<file path="config.mk">
export PLATFORM = sky130hd
export DESIGN_NAME = length_prefixed_list_deframer
export DESIGN_NICKNAME = d
export VERILOG_FILES = /design/src/hdl/lpld_pkg.sv /design/src/hdl/length_prefixed_list_deframer.sv
export SDC_FILE = /design/constraint.sdc
export NUM_CORES = 1
export LEC_CHECK = 0
export BUFFER_PORTS_ARGS = -buffer_cell sky130_fd_sc_hd__buf_2
export CORE_ASPECT_RATIO = 1.5
export CORE_MARGIN = 10
export CORE_UTILIZATION = 40
export DETAILED_ROUTE_END_ITERATION = 7
export PLACE_DENSITY = 0.63
export SYNTH_ARGS = -nofsm -noshare
export SYNTH_HDL_FRONTEND = slang
export SYNTH_SLANG_ARGS = --single-unit
export TNS_END_PERCENT = 1
</file>
<file path="constraint.sdc">
create_clock -name clk -period 15.8 [get_ports clk]
set_input_delay 1.58 -clock clk [delete_from_list [all_inputs] [get_ports clk]]
set_output_delay 1.58 -clock clk [all_outputs]
set_load 0.01 [all_outputs]
</file>
<file path="src/hdl/lpld_pkg.sv">
// ----------------------------------------------------------------------------
// lpld_pkg
// Types and constants shared by the length-prefixed list deframer.
// ----------------------------------------------------------------------------
package lpld_pkg;

  localparam int unsigned LPLD_BYTE_W  = 8;
  localparam int unsigned LPLD_LEN_W   = 2 * LPLD_BYTE_W;
  localparam int unsigned LPLD_QDEPTH  = 4;   // result queue entries, at least 2

  typedef enum logic [2:0] {
    PH_OUTER_HI = 3'd0,
    PH_OUTER_LO = 3'd1,
    PH_ITEM_HI  = 3'd2,
    PH_ITEM_LO  = 3'd3,
    PH_PAYLOAD  = 3'd4
  } phase_t;

  typedef enum logic [1:0] {
    K_PAYLOAD = 2'd0,
    K_HEADER  = 2'd1,
    K_OK      = 2'd2,
    K_ERROR   = 2'd3
  } kind_t;

  typedef struct packed {
    logic [LPLD_BYTE_W-1:0] data_byte;
    logic                   end_of_buffer;
  } in_beat_t;

  typedef struct packed {
    kind_t                 kind;
    logic [LPLD_LEN_W-1:0] value;
    logic                  item_end;
    logic                  run_last;
  } out_beat_t;

endpackage

</file>
<file path="src/hdl/length_prefixed_list_deframer.sv">
// ----------------------------------------------------------------------------
// length_prefixed_list_deframer
// Parses lists of 16-bit length-prefixed items from a byte stream and emits
// item headers, payload bytes and a per-list ok/error status.
// ----------------------------------------------------------------------------
//
//  channel | direction | handshake          | beat
//  --------+-----------+--------------------+-------------------------------
//  up      | in        | up_valid/up_stall  | in_beat_t  : data_byte, end_of_buffer
//  dn      | out       | dn_valid/dn_stall  | out_beat_t : kind, value, item_end, run_last
//
//  One input byte is taken per cycle while up_stall is low. Its results (up to
//  two) are worked out in the same cycle and written into a QDEPTH-entry result
//  queue, whose head drives dn directly.
//  A byte that closes an item and also carries end_of_buffer yields two
//  results, which drain at one per cycle through the queue while dn_stall is low.
//  up_stall rises when the queue lacks room for two more results.
//  rst (synchronous) returns the parser to the outer length high byte and
//  empties the queue.
// ----------------------------------------------------------------------------
module length_prefixed_list_deframer
  import lpld_pkg::*;
#(
  parameter int unsigned QDEPTH = LPLD_QDEPTH
) (
  input  logic      clk,
  input  logic      rst,
  input  logic      up_valid,
  output logic      up_stall,
  input  in_beat_t  up_beat,
  output logic      dn_valid,
  input  logic      dn_stall,
  output out_beat_t dn_beat
);

  localparam int unsigned PTR_W = (QDEPTH > 1) ? $clog2(QDEPTH) : 1;
  localparam int unsigned CNT_W = $clog2(QDEPTH + 1);

  // Parser state
  phase_t                 phase, phase_next;
  logic [LPLD_LEN_W-1:0]  list_left, list_left_next;
  logic [LPLD_LEN_W-1:0]  item_left, item_left_next;
  logic                   failed, failed_next;
  logic [LPLD_BYTE_W-1:0] saved_high, saved_high_next;

  // Result queue
  out_beat_t          queue [QDEPTH];
  logic [PTR_W-1:0]   wr_ptr, rd_ptr, wr_ptr_inc;
  logic [CNT_W-1:0]   count;

  logic up_take, dn_take;

  // Shared decode of the current byte
  logic [LPLD_LEN_W-1:0] left_dec, item_dec, item_len;
  logic                  in_body, body_ok, last;

  // Results of this byte
  logic      bad;
  logic      main_emit;
  out_beat_t main_res;
  out_beat_t stat_res;
  logic [1:0] res_n;

  assign up_take = up_valid && !up_stall;
  assign dn_take = dn_valid && !dn_stall;

  assign last     = up_beat.end_of_buffer;
  assign left_dec = list_left - LPLD_LEN_W'(1);
  assign item_dec = item_left - LPLD_LEN_W'(1);
  assign item_len = {saved_high, up_beat.data_byte};
  assign in_body  = (phase == PH_ITEM_HI) || (phase == PH_ITEM_LO) ||
                    (phase == PH_PAYLOAD);
  assign body_ok  = !failed && in_body && (list_left != '0);

  // --------------------------------------------------------------------------
  // Next state
  // --------------------------------------------------------------------------
  always_comb begin
    phase_next      = phase;
    list_left_next  = list_left;
    item_left_next  = item_left;
    failed_next     = failed;
    saved_high_next = saved_high;
    bad             = 1'b0;

    if (!failed) begin
      case (phase)
        PH_OUTER_HI: begin
          saved_high_next = up_beat.data_byte;
          phase_next      = PH_OUTER_LO;
          bad             = last;
        end
        PH_OUTER_LO: begin
          list_left_next = item_len;
          phase_next     = PH_ITEM_HI;
          bad            = last;
        end
        PH_ITEM_HI: begin
          if (list_left == '0) begin
            failed_next = 1'b1;
          end else begin
            list_left_next = left_dec;
            // need room for the low byte of the prefix
            if (left_dec == '0) begin
              failed_next = 1'b1;
            end else begin
              saved_high_next = up_beat.data_byte;
              phase_next      = PH_ITEM_LO;
            end
          end
        end
        PH_ITEM_LO: begin
          if (list_left == '0) begin
            failed_next = 1'b1;
          end else begin
            list_left_next = left_dec;
            // reject an item longer than the rest of the list
            if (item_len > left_dec) begin
              failed_next = 1'b1;
            end else begin
              item_left_next = item_len;
              phase_next     = (item_len == '0) ? PH_ITEM_HI : PH_PAYLOAD;
            end
          end
        end
        PH_PAYLOAD: begin
          if (list_left == '0) begin
            failed_next = 1'b1;
          end else begin
            list_left_next = left_dec;
            item_left_next = item_dec;
            if (item_dec == '0) begin
              phase_next = PH_ITEM_HI;
            end
          end
        end
        default: begin
          phase_next = PH_OUTER_HI;
        end
      endcase
    end

    // Close the list: judge it on the updated state, then return the parser
    // to its reset state
    if (last) begin
      bad             = bad || failed_next || (list_left_next != '0);
      phase_next      = PH_OUTER_HI;
      list_left_next  = '0;
      item_left_next  = '0;
      failed_next     = 1'b0;
      saved_high_next = '0;
    end
  end

  // --------------------------------------------------------------------------
  // Results
  // --------------------------------------------------------------------------
  always_comb begin
    main_emit         = 1'b0;
    main_res.kind     = K_PAYLOAD;
    main_res.value    = '0;
    main_res.item_end = 1'b0;
    main_res.run_last = 1'b0;

    case (phase)
      PH_ITEM_LO: begin
        if (body_ok && !(item_len > left_dec)) begin
          main_emit         = 1'b1;
          main_res.kind     = K_HEADER;
          main_res.value    = item_len;
          main_res.item_end = (item_len == '0);
        end
      end
      PH_PAYLOAD: begin
        if (body_ok) begin
          main_emit         = 1'b1;
          main_res.kind     = K_PAYLOAD;
          main_res.value    = {{(LPLD_LEN_W-LPLD_BYTE_W){1'b0}}, up_beat.data_byte};
          main_res.item_end = (item_dec == '0);
        end
      end
      default: begin
        main_emit = 1'b0;
      end
    endcase
    main_res.run_last = !last;

    stat_res.kind     = bad ? K_ERROR : K_OK;
    stat_res.value    = '0;
    stat_res.item_end = 1'b0;
    stat_res.run_last = 1'b1;

    res_n = {1'b0, main_emit} + {1'b0, last};
  end

  // --------------------------------------------------------------------------
  // State registers
  // --------------------------------------------------------------------------
  always_ff @(posedge clk) begin
    if (rst) begin
      phase      <= PH_OUTER_HI;
      list_left  <= '0;
      item_left  <= '0;
      failed     <= 1'b0;
      saved_high <= '0;
    end else if (up_take) begin
      phase      <= phase_next;
      list_left  <= list_left_next;
      item_left  <= item_left_next;
      failed     <= failed_next;
      saved_high <= saved_high_next;
    end
  end

  // --------------------------------------------------------------------------
  // Result queue: up to two pushes and one pop per cycle
  // --------------------------------------------------------------------------
  assign wr_ptr_inc = (wr_ptr == PTR_W'(QDEPTH - 1)) ? '0 : wr_ptr + PTR_W'(1);

  always_ff @(posedge clk) begin
    if (up_take) begin
      if (main_emit) begin
        queue[wr_ptr] <= main_res;
        if (last) begin
          queue[wr_ptr_inc] <= stat_res;
        end
      end else if (last) begin
        queue[wr_ptr] <= stat_res;
      end
    end
  end

  always_ff @(posedge clk) begin
    if (rst) begin
      wr_ptr <= '0;
      rd_ptr <= '0;
      count  <= '0;
    end else begin
      if (up_take) begin
        case (res_n)
          2'd1:    wr_ptr <= wr_ptr_inc;
          2'd2:    wr_ptr <= (wr_ptr_inc == PTR_W'(QDEPTH - 1)) ? '0
                             : wr_ptr_inc + PTR_W'(1);
          default: wr_ptr <= wr_ptr;
        endcase
      end
      if (dn_take) begin
        rd_ptr <= (rd_ptr == PTR_W'(QDEPTH - 1)) ? '0 : rd_ptr + PTR_W'(1);
      end
      count <= count + (up_take ? CNT_W'(res_n) : '0) - CNT_W'(dn_take);
    end
  end

  // Hold off the source until two free entries remain
  assign up_stall = (count > CNT_W'(QDEPTH - 2));
  assign dn_valid = (count != '0);
  assign dn_beat  = queue[rd_ptr];

endmodule
</file>
### Yosys cells after proc, flatten, opt, wreduce, memory -nomap -nowiden

Memory sizes are Yosys's and may differ from the RTL's. A register that Yosys moved wholly into a read port is not among the register bits.
Index checks and enable logic that the tools add are counted.

* flip-flop bits (word level): 51
* RAM bits: 80
* input bits: 13
* output and inout bits: 22
* word-level logic and storage cells: 128
* memories: 1

* add/subtract/negate cells: 8
* $lt $le $gt $ge: 2
* equality and inequality tests: 16
* muxes and demuxes: 61
* bitwise logic cells: 1
* reductions and logical operators: 31

Memories
* queue: depth 4, width 20, rd ports 1, clocked after memory_dff 1, write ports 2, RTL line length_prefixed_list_deframer.sv:47 `out_beat_t queue [QDEPTH];`

Operators by type and width (count)
* $mux W16: 8
* $logic_not A16 Y1: 4
* $pmux W16 S2: 2
* $pmux W18 S2: 1
* $mux W8: 4
* $reduce_bool A16 Y1: 2
* $sub A16 B1 Y16 const B: 2
* $mux W3: 9
* $mux W1: 23
* $mux W20: 1
* $mux W18: 1
* $gt A16 B16 Y1: 1
* $pmux W8 S2: 1
* $ne A3 B3 Y1 const B: 5
* $pmux W3 S5: 1
* $mux W2: 6
* $mux W9: 1
* $reduce_bool A3 Y1: 3
* $eq A2 B2 Y1 const B: 4
* $reduce_and A8 Y1: 1
* $add A2 B1 Y2 const B: 3
* $eq A3 B2 Y1 const B: 2
* $reduce_and A6 Y1: 1
* $logic_and A1 B1 Y1: 5
* other kinds (21): 28

### Logic depth before layout (Yosys ltp)

Gate-level depths: netlist of run 1.

* depth after elaboration: 12
* depth in mapped cells: 24
* gate-level depth less buffers: 22

### Least setup slack after synthesis of run 1

No wires, ideal clock.

* kind: register to register
* start: register list_left[5]
* end: register count[2]
* library setup time: 128 ps
* arrival time: 4984 ps
* data required time: 15672 ps
* path slack: 10689 ps
* stages on the path, launching flop included: 25
* buffers on the path: 3
* clock period less this slack: 5111 ps
* cells stage by stage: dfxtp_1 buf_2 or3_1 buf_2 or4_1 buf_2 or3_1 and2_1 ha_1 nand4_1 a311oi_1 and3_1 inv_1 a211oi_4 nor2_1 ha_1 nand2_1 ha_1 inv_1 ha_1 inv_1 fa_1 xnor2_1 xnor2_1 nor2_1

* longest elaborated chain between the ends: 10
* elaborated cells between the ends (all ways): 13
* classes of those cells: add/sub (4); order compare (1); mux (4); reduce/logical (4)

RTL lines
* start: declaration: RTL line length_prefixed_list_deframer.sv:41 `logic [LPLD_LEN_W-1:0] list_left, list_left_next;`
* start signal: assignment: RTL line length_prefixed_list_deframer.sv:208 `list_left <= list_left_next;`
* $sub A16 B1 Y16: RTL line length_prefixed_list_deframer.sv:68 `assign left_dec = list_left - LPLD_LEN_W'(1);`
* $gt A16 B16 Y1: RTL line length_prefixed_list_deframer.sv:167 `if (body_ok && !(item_len > left_dec)) begin`
* $logic_not A1 Y1: RTL line length_prefixed_list_deframer.sv:167
* $logic_and A1 B1 Y1: RTL line length_prefixed_list_deframer.sv:167
* $mux W1: RTL line length_prefixed_list_deframer.sv:167
* $pmux W1 S2 (*): RTL line length_prefixed_list_deframer.sv:165 `case (phase)`
* $add A1 B1 Y2 (*): RTL line length_prefixed_list_deframer.sv:193 `res_n = {1'b0, main_emit} + {1'b0, last};`
* $mux W2 (*): RTL line length_prefixed_list_deframer.sv:250 `count <= count + (up_take ? CNT_W'(res_n) : '0) - CNT_W'(dn_take);`
* $add A3 B2 Y3 (*): RTL line length_prefixed_list_deframer.sv:250
* $sub A3 B1 Y3 (*): RTL line length_prefixed_list_deframer.sv:250
* end signal: assignment: RTL line length_prefixed_list_deframer.sv:250
* end: declaration: RTL line length_prefixed_list_deframer.sv:49 `logic [CNT_W-1:0] count;`

Mark *: on every way between the ends. The rest lies on a longest branch, timed or not.
A chain may end at the register's enable or synchronous reset.

==> metrics.txt, run 1 <==
startpoint types flop; die area 24990 um^2; Tmin final 5.689 ns; sequential fraction of design power 38.4%; top cells by count, synth dfxtp_1 (129), nor2_1 (80), o2bb2ai_1 (68); Rows 61; DIE WIDTH 132.5 um; Post-synth ARST share 0%; root buf cell clkbuf_16; DR iter-0 viols 571; Worst path slowest cell a21oi_1; via count 6690; Tightest Hold Check Type flop to flop; GRT Total Usage 18.05%; RR Startpoint list_left[4]; Worst VDD drop 0.07048 mV; EDFF count, synth 4; ratio of cells with drive above 1 in the final layout 13.83%; worst path buffer plus inverter count 1; Num CTS Buffers 17; Clock Skews 0.01128 ns; top cell type by total area after synthesis dfxtp_1; clk sink count 133; Final Slew Violations 0; DIE HEIGHT 188.7 um; Worst Tran Pin Value 1.073 ns; DRT Pass-1 Iters 5; Total Wirelength 22800 um; delay-heaviest family, CP simple AND/OR/NAND/NOR gates; Port Buf Inserts 34; Syn Area/Cell 9.066 um^2; first-pass GRT wire length 36140 um; Setup crit start list_left[4]; Synth-to-Final Area Change 11.13%; NetSw 302.2 uW; crit path max fanout 13; PwrDens 117.2 nW/um^2; crit-path cells or3_1, or4_1, or3_1, and2_1, ha_1, nand4_1, a311oi_1, and3_1, inv_1, a211oi_4, nor2_1, ha_1, a21oi_1, nand2_1, o2bb2ai_1; Post-Syn Area 7589 um^2; Bufs on Longest Clock Path 2; register bit total from synthesis 133; gp weighted congestion 0.9314; Cells after Synth 837; Initial Util 40.75%; CP required 16.14 ns; Clk network pwr share 40.8%; Primary FF master, synth dfxtp_1; Residual DRC 0; Layout fillers 1874; slowest cell delay on critical path 0.87 ns; LEAKAGE 0.003140 uW; initial antenna violation count 0; critical path type flop to flop; Hold Buf Count CTS 0; post-DP HPWL 15880 um; Setup WS pre-CTS 10.11 ns; synth unique cells 80; TritonCTS clock tree done; most common cell in the synthesized netlist dfxtp_1; WL/cell 20.77 um; CP arrival 6.02 ns; nets 882; Worst Setup Slack, final 10.11 ns; Clk Latency, worst-skew pair 0.43 ns; Max transition margin 28.35%; Worst-path clk slew 0.06 ns; core area 18620 um^2; io pins 35; Synth top area share 34.03%; max-cap viol count 0; Tcrit/Tclk final 36.01%; Max Fclk 175.8 MHz; Finished Layout Cells 1098; n_diodes 0; postcts setup bufs 0; status complete, no violations; Sw Ratio 30.59%; DRT antenna net count 0; Critical Path Sink Type flop; total gr overflow 0; ranking of synthesized cells by area dfxtp_1 (34%), o2bb2ai_1 (7.8%), mux4_2 (5.9%), ha_1 (5.6%), nor2_1 (4.0%); Final Hold Vio Count 0; dpl cells 1067; post-synthesis sequential area ratio 35.61%; vias in the first global route 6535; RSZ-0062 raised after global routing no; # resized after CTS 0; Combinational Power Share 20.8%; setup tns final 0 ns; Int Power 685.9 uW; syn nets 885; Via density 6.093; endpoints failing setup 0; # H-tree levels 4; largest net degree at the start of global routing 38; yosys synthesis warning count 0; HP Start queue[1][4]; power after layout 988.1 uW
==> through the flow <==
step | cell area [um^2] | hold slack (ns) | utilization [%]
2_1_floorplan | 7589 | 0.4271 | -
4_1_cts | 8433 | 0.4602 | 45.28
3_3_place_gp | 7831 | 0.4399 | 42.05
5_1_grt | 8433 | 0.4684 | 45.28
3_5_place_dp | 7831 | 0.4410 | 42.05
6_report | 8433 | 0.4574 | 45.28
==> kinds of logic after synthesis <==
family / after synthesis / share of synthesized area (%)
compound gates: 242 / 23.96
xor+xnor: 29 / 3.347
fa+ha+maj: 35 / 5.870
buf+inv: 93 / 5.523
flops: 133 / 35.61
mux: 23 / 6.331
simple gates: 282 / 19.36
==> registers in the layout (all words and copies together) (netlist names), named ones only <==
name        flops
rd_ptr          2
wr_ptr          2
queue          80
saved_high      8
phase           3
item_left      16
failed          1
count           3
list_left      16
==> per-layer routing <==
metal / up-vias / part of all wire (%) / GRT usage [%]
met3: 79 / 5.0 / 3.754
met1: 3238 / 40 / 20.32
met5: - / 0 / 0
met2: 227 / 49 / 30.48
met4: 0 / 5.4 / 11.21
li1: 3146 / - / -
==> cell type report <==
| cell class | instances | area [um^2] | area share, % |
|---|---|---|---|
| repair buffers | 43 | 237.7 | 2.819 |
| multi-input cells | 611 | 4471 | 53.01 |
| clock inverters | 10 | 121.4 | 1.439 |
| clock buffers | 21 | 480.5 | 5.697 |
| well taps | 252 | 315.3 | 3.739 |
| flip-flops and latches | 133 | 2703 | 32.05 |
| inverters | 28 | 105.1 | 1.246 |
==> path summary, 6_finish.rpt <==
check	end	slack, ns	depth (start not counted)
min	queue[1][4]	0.46	1
max	queue[0][17]	10.11	15
min reg2reg	queue[1][4]	0.46	1
max reg2reg	queue[0][17]	10.11	15
==> placed cells by master, fill, tap and decap left out, drive strengths merged, types with 5 or more instances in the layout <==
cell type / Yosys / routed
nand2: 59 / 59
nor3b: 5 / 5
a31oi: 10 / 10
o31ai: 18 / 18
o2bb2ai: 68 / 68
buf: 28 / 43
mux4: 20 / 20
nand2b: 10 / 10
nor4: 15 / 15
ha: 34 / 34
o41ai: 6 / 6
xor2: 8 / 8
xnor2: 21 / 21
o22ai: 5 / 5
o22a: 5 / 5
nor2: 80 / 80
nand3: 32 / 32
a22oi: 14 / 14
o21ai: 22 / 22
nand4: 18 / 18
inv: 28 / 30
a21o: 9 / 9
a21oi: 47 / 47
nor2b: 7 / 7
clkbuf: 37 / 21
or3: 9 / 9
or4: 6 / 6
dfxtp: 129 / 129
o211ai: 7 / 7
nor3: 19 / 19
==> worst register-to-register path, delay by kind of cell (launching register included) <==
family          cells  cell delay, ns
flops               1            0.42
fa+ha+maj           2            0.68
simple gates        8            2.57
buf+inv             1            0.09
compound gates      4            1.83
==> power by group through the flow <==
| stage | combinational, uW | clock, uW | sequential (uW) |
|---|---|---|---|
| finish | 205 | 403 | 380 |
| global route | 225 | 423 | 381 |
| CTS | 206 | 410 | 379 |
| detailed placement | 205 | 0 | 386 |
| global placement | 204 | 0 | 386 |
| floorplan | 158 | 0 | 373 |
Power figures use the tool's default switching activity.
==> run 2, diff against run 1 <==
--- a/config.mk
+++ b/config.mk
@@ -5,6 +5,7 @@
 export SDC_FILE = /design/constraint.sdc
 export NUM_CORES = 1
 export LEC_CHECK = 0
+export ABC_AREA = 1
 export BUFFER_PORTS_ARGS = -buffer_cell sky130_fd_sc_hd__buf_2
 export CORE_ASPECT_RATIO = 1.5
 export CORE_MARGIN = 10
==> constraint.sdc (replaced) <==
create_clock -name clk -period 6 [get_ports clk]
set_input_delay 0.6 -clock clk [delete_from_list [all_inputs] [get_ports clk]]
set_output_delay 0.6 -clock clk [all_outputs]
set_load 0.01 [all_outputs]
==> run 2 against run 1 <==
Compared with the run above:
- combinational power rose to 6.3 times the previous value
- first-iteration DRC count up 9.8%
- clock skew up 0.0015 ns
- sequential cell count unchanged
==> metrics.txt, run 2 <==
first-pass GRT wire length 38230 um (+5.8%); Via density 5.375 (-12%); Synth top area share 32.55% (-1.5 points); Residual DRC 0 (unchanged); most common cell in the synthesized netlist nand2_1; Worst path slowest cell nand2_1; Worst-path clk slew 0.06 ns (about the same); Port Buf Inserts 34 (unchanged); GRT Total Usage 18.37% (+0.32 points); postcts setup bufs 0 (unchanged); DIE WIDTH 135.0 um (+1.9%); root buf cell clkbuf_16; max reg flops 80 (unchanged); post-synthesis xor/xnor area fraction 2.539% (-0.81 points); EDFF count, synth 4 (unchanged); power after layout 3426 uW (+250%); top cell type by total area after synthesis dfxtp_1; Cells after Synth 1143 (+37%); Layout fillers 2117 (+13%); CP required 6.35 ns (-9.79 ns); WL/cell 16.77 um (-19%); multiplexer share of the synthesized area 0% (-6.3 points); Seq. cell area 2703 um^2 (unchanged); nets 1194 (+35%); register bit total from synthesis 133 (unchanged); via count 7627 (+14%); Clk Latency, worst-skew pair 0.43 ns (about the same); Tightest Hold Check Type flop to flop; post-DP HPWL 17100 um (+7.7%); # resized after CTS 0 (unchanged); grt met3 use 3.179% (-0.58 points); Final Hold Vio Count 0 (unchanged); Post-synth ARST share 0% (unchanged); Final Slew Violations 0 (unchanged); Placed Area 8153 um^2 (+4.1%); Tcrit/Tclk final 76.11% (+40 points); final instance area 8740 um^2 (+3.6%); Largest Register queue; max-cap viol count 0 (unchanged); Tmin final 4.566 ns (-1.123 ns); status complete, no violations; syn nets 1191 (+35%); Critical Path Sink Type flop; LEAKAGE 0.003915 uW (+25%); GR Util met2 34.14% (+3.7 points); n_diodes 0 (unchanged); cell mode on critical path nand2_1; Post-Syn Area 7934 um^2 (+4.6%); Multi-input gate area 4489 um^2 (+0.42%); post-synthesis sequential area ratio 34.06% (-1.6 points); RSZ-0062 raised after global routing no; Clock Skews 0.01273 ns (+0.001452 ns); DRT antenna net count 0 (unchanged); endpoints failing setup 0 (unchanged); core area 19630 um^2 (+5.4%); CP arrival 4.91 ns (-1.11 ns); delay-heaviest family, CP simple AND/OR/NAND/NOR gates; PwrDens 392.0 nW/um^2 (+230%); crit path max fanout 22 (+9); critical path type flop to flop; setup tns final 0 ns (unchanged); top cells by count, synth nand2_1 (215), dfxtp_1 (129), nor2_1 (122); Total Wirelength 23800 um (+4.4%); ratio of cells with drive above 1 in the final layout 9.318% (-4.5 points); worst path buffer plus inverter count 5 (+4); Worst VDD drop 0.1530 mV (+120%); most common cell after layout, fill and taps aside nand2_1; # H-tree levels 4 (unchanged); ranking of synthesized cells by area dfxtp_1 (33%), nand2_1 (10%), nand3_1 (7.6%), o21ai_0 (6.7%), nor2_1 (5.8%); adder-cell area share of the yosys netlist 5.614% (-0.26 points); clk sink count 133 (unchanged); Hold Buf Count CTS 0 (unchanged); Compound-Gate Fraction of Synth Area 17.87% (-6.1 points); largest family of logic cells by synthesized area simple AND/OR/NAND/NOR gates; die area 25980 um^2 (+4.0%); slowest cell delay on critical path 0.66 ns (-0.21 ns); Primary FF master, synth dfxtp_1; initial antenna violation count 0 (unchanged); total gr overflow 0 (unchanged); Syn Area/Cell 6.941 um^2 (-23%); largest net degree at the start of global routing 42 (+11%); synth unique cells 44 (-45%); DIE HEIGHT 192.5 um (+2.0%); most frequent cells in the layout nand2_1 (215), dfxtp_1 (129), nor2_1 (122), nand3_1 (121), inv_1 (113); Bufs on Longest Clock Path 2 (unchanged); yosys synthesis warning count 0 (unchanged); DR iter-0 viols 627 (+9.8%); gp weighted congestion 0.9549 (+2.5%); biggest regs queue: 80 flops, item_left: 16 flops, list_left: 16 flops; io pins 35 (unchanged); Rows 63 (+3.3%); startpoint types flop; Max transition margin 19.69% (-8.7 points); Synth-to-Final Area Change 10.16%; simple-gate share of the synthesized area 30.56% (+11 points); Max Fclk 219.0 MHz (+25%); Initial Util 40.42% (-0.33 points); Worst Tran Pin Value 1.203 ns (+0.1300 ns); Num CTS Buffers 17 (unchanged); vias in the first global route 7358 (+13%); TritonCTS clock tree done; met1 Use GR 19.87% (-0.46 points); GRT busiest layer met2; DRT Pass-1 Iters 5 (unchanged)
## run 2: tightest hold or removal path, delay by kind of cell (launching register included)
family        cells  cell delay [ns]
flops             1             0.32
simple gates      2             0.10
## run 2: where the power goes
group	switching (uW)	internal, uW	total [uW]
sequential	105	988	1090
combinational	882	407	1290
clock	420	625	1040
## run 2: per-stage QoR
stage,hold WS [ns],instances,utilization (%),worst slack (ns)
detailed placement,0.4386,1387,41.54,1.441
CTS,0.4541,1419,44.53,1.417
floorplan,0.4236,1143,-,1.950
global placement,0.4339,1387,41.54,1.524
global route,0.4803,1419,44.53,0.9350
finish,0.4546,1419,44.53,1.434
## run 2: area by class of cell
cell class / instances / area share [%]
multi-input combinational: 840 / 51.37
timing repair buffer: 38 / 2.291
clock inverter: 14 / 1.689
inverter: 116 / 4.982
tap: 260 / 3.722
clock buffer: 18 / 5.025
sequential: 133 / 30.92
## run 2: cell families (layout without fill, tap and decap cells)
logic type | after synthesis | after routing
AOI/OAI and AO/OA | 264 | 264
and+or+nand+nor | 518 | 518
adders and majority gates | 35 | 35
DFF | 133 | 133
xor gates and xnor gates | 23 | 23
buffers and inverters | 170 | 186
## run 2: path summary, 6_finish.rpt
| path | endpoint | slack [ns] | depth (start not counted) | start |
|---|---|---|---|---|
| max reg2reg | queue[0][3] | 1.43 | 26 | list_left[0] |
| min | queue[2][19] | 0.45 | 2 | queue[2][19] |
| max | queue[0][3] | 1.43 | 26 | list_left[0] |
| min reg2reg | queue[2][19] | 0.45 | 2 | queue[2][19] |
## run 2: per-layer routing
metal	share of wire (%)	routed length, um
met5	0	0
met4	3.5	829
met3	3.7	874
met2	52	12450
met1	41	9650
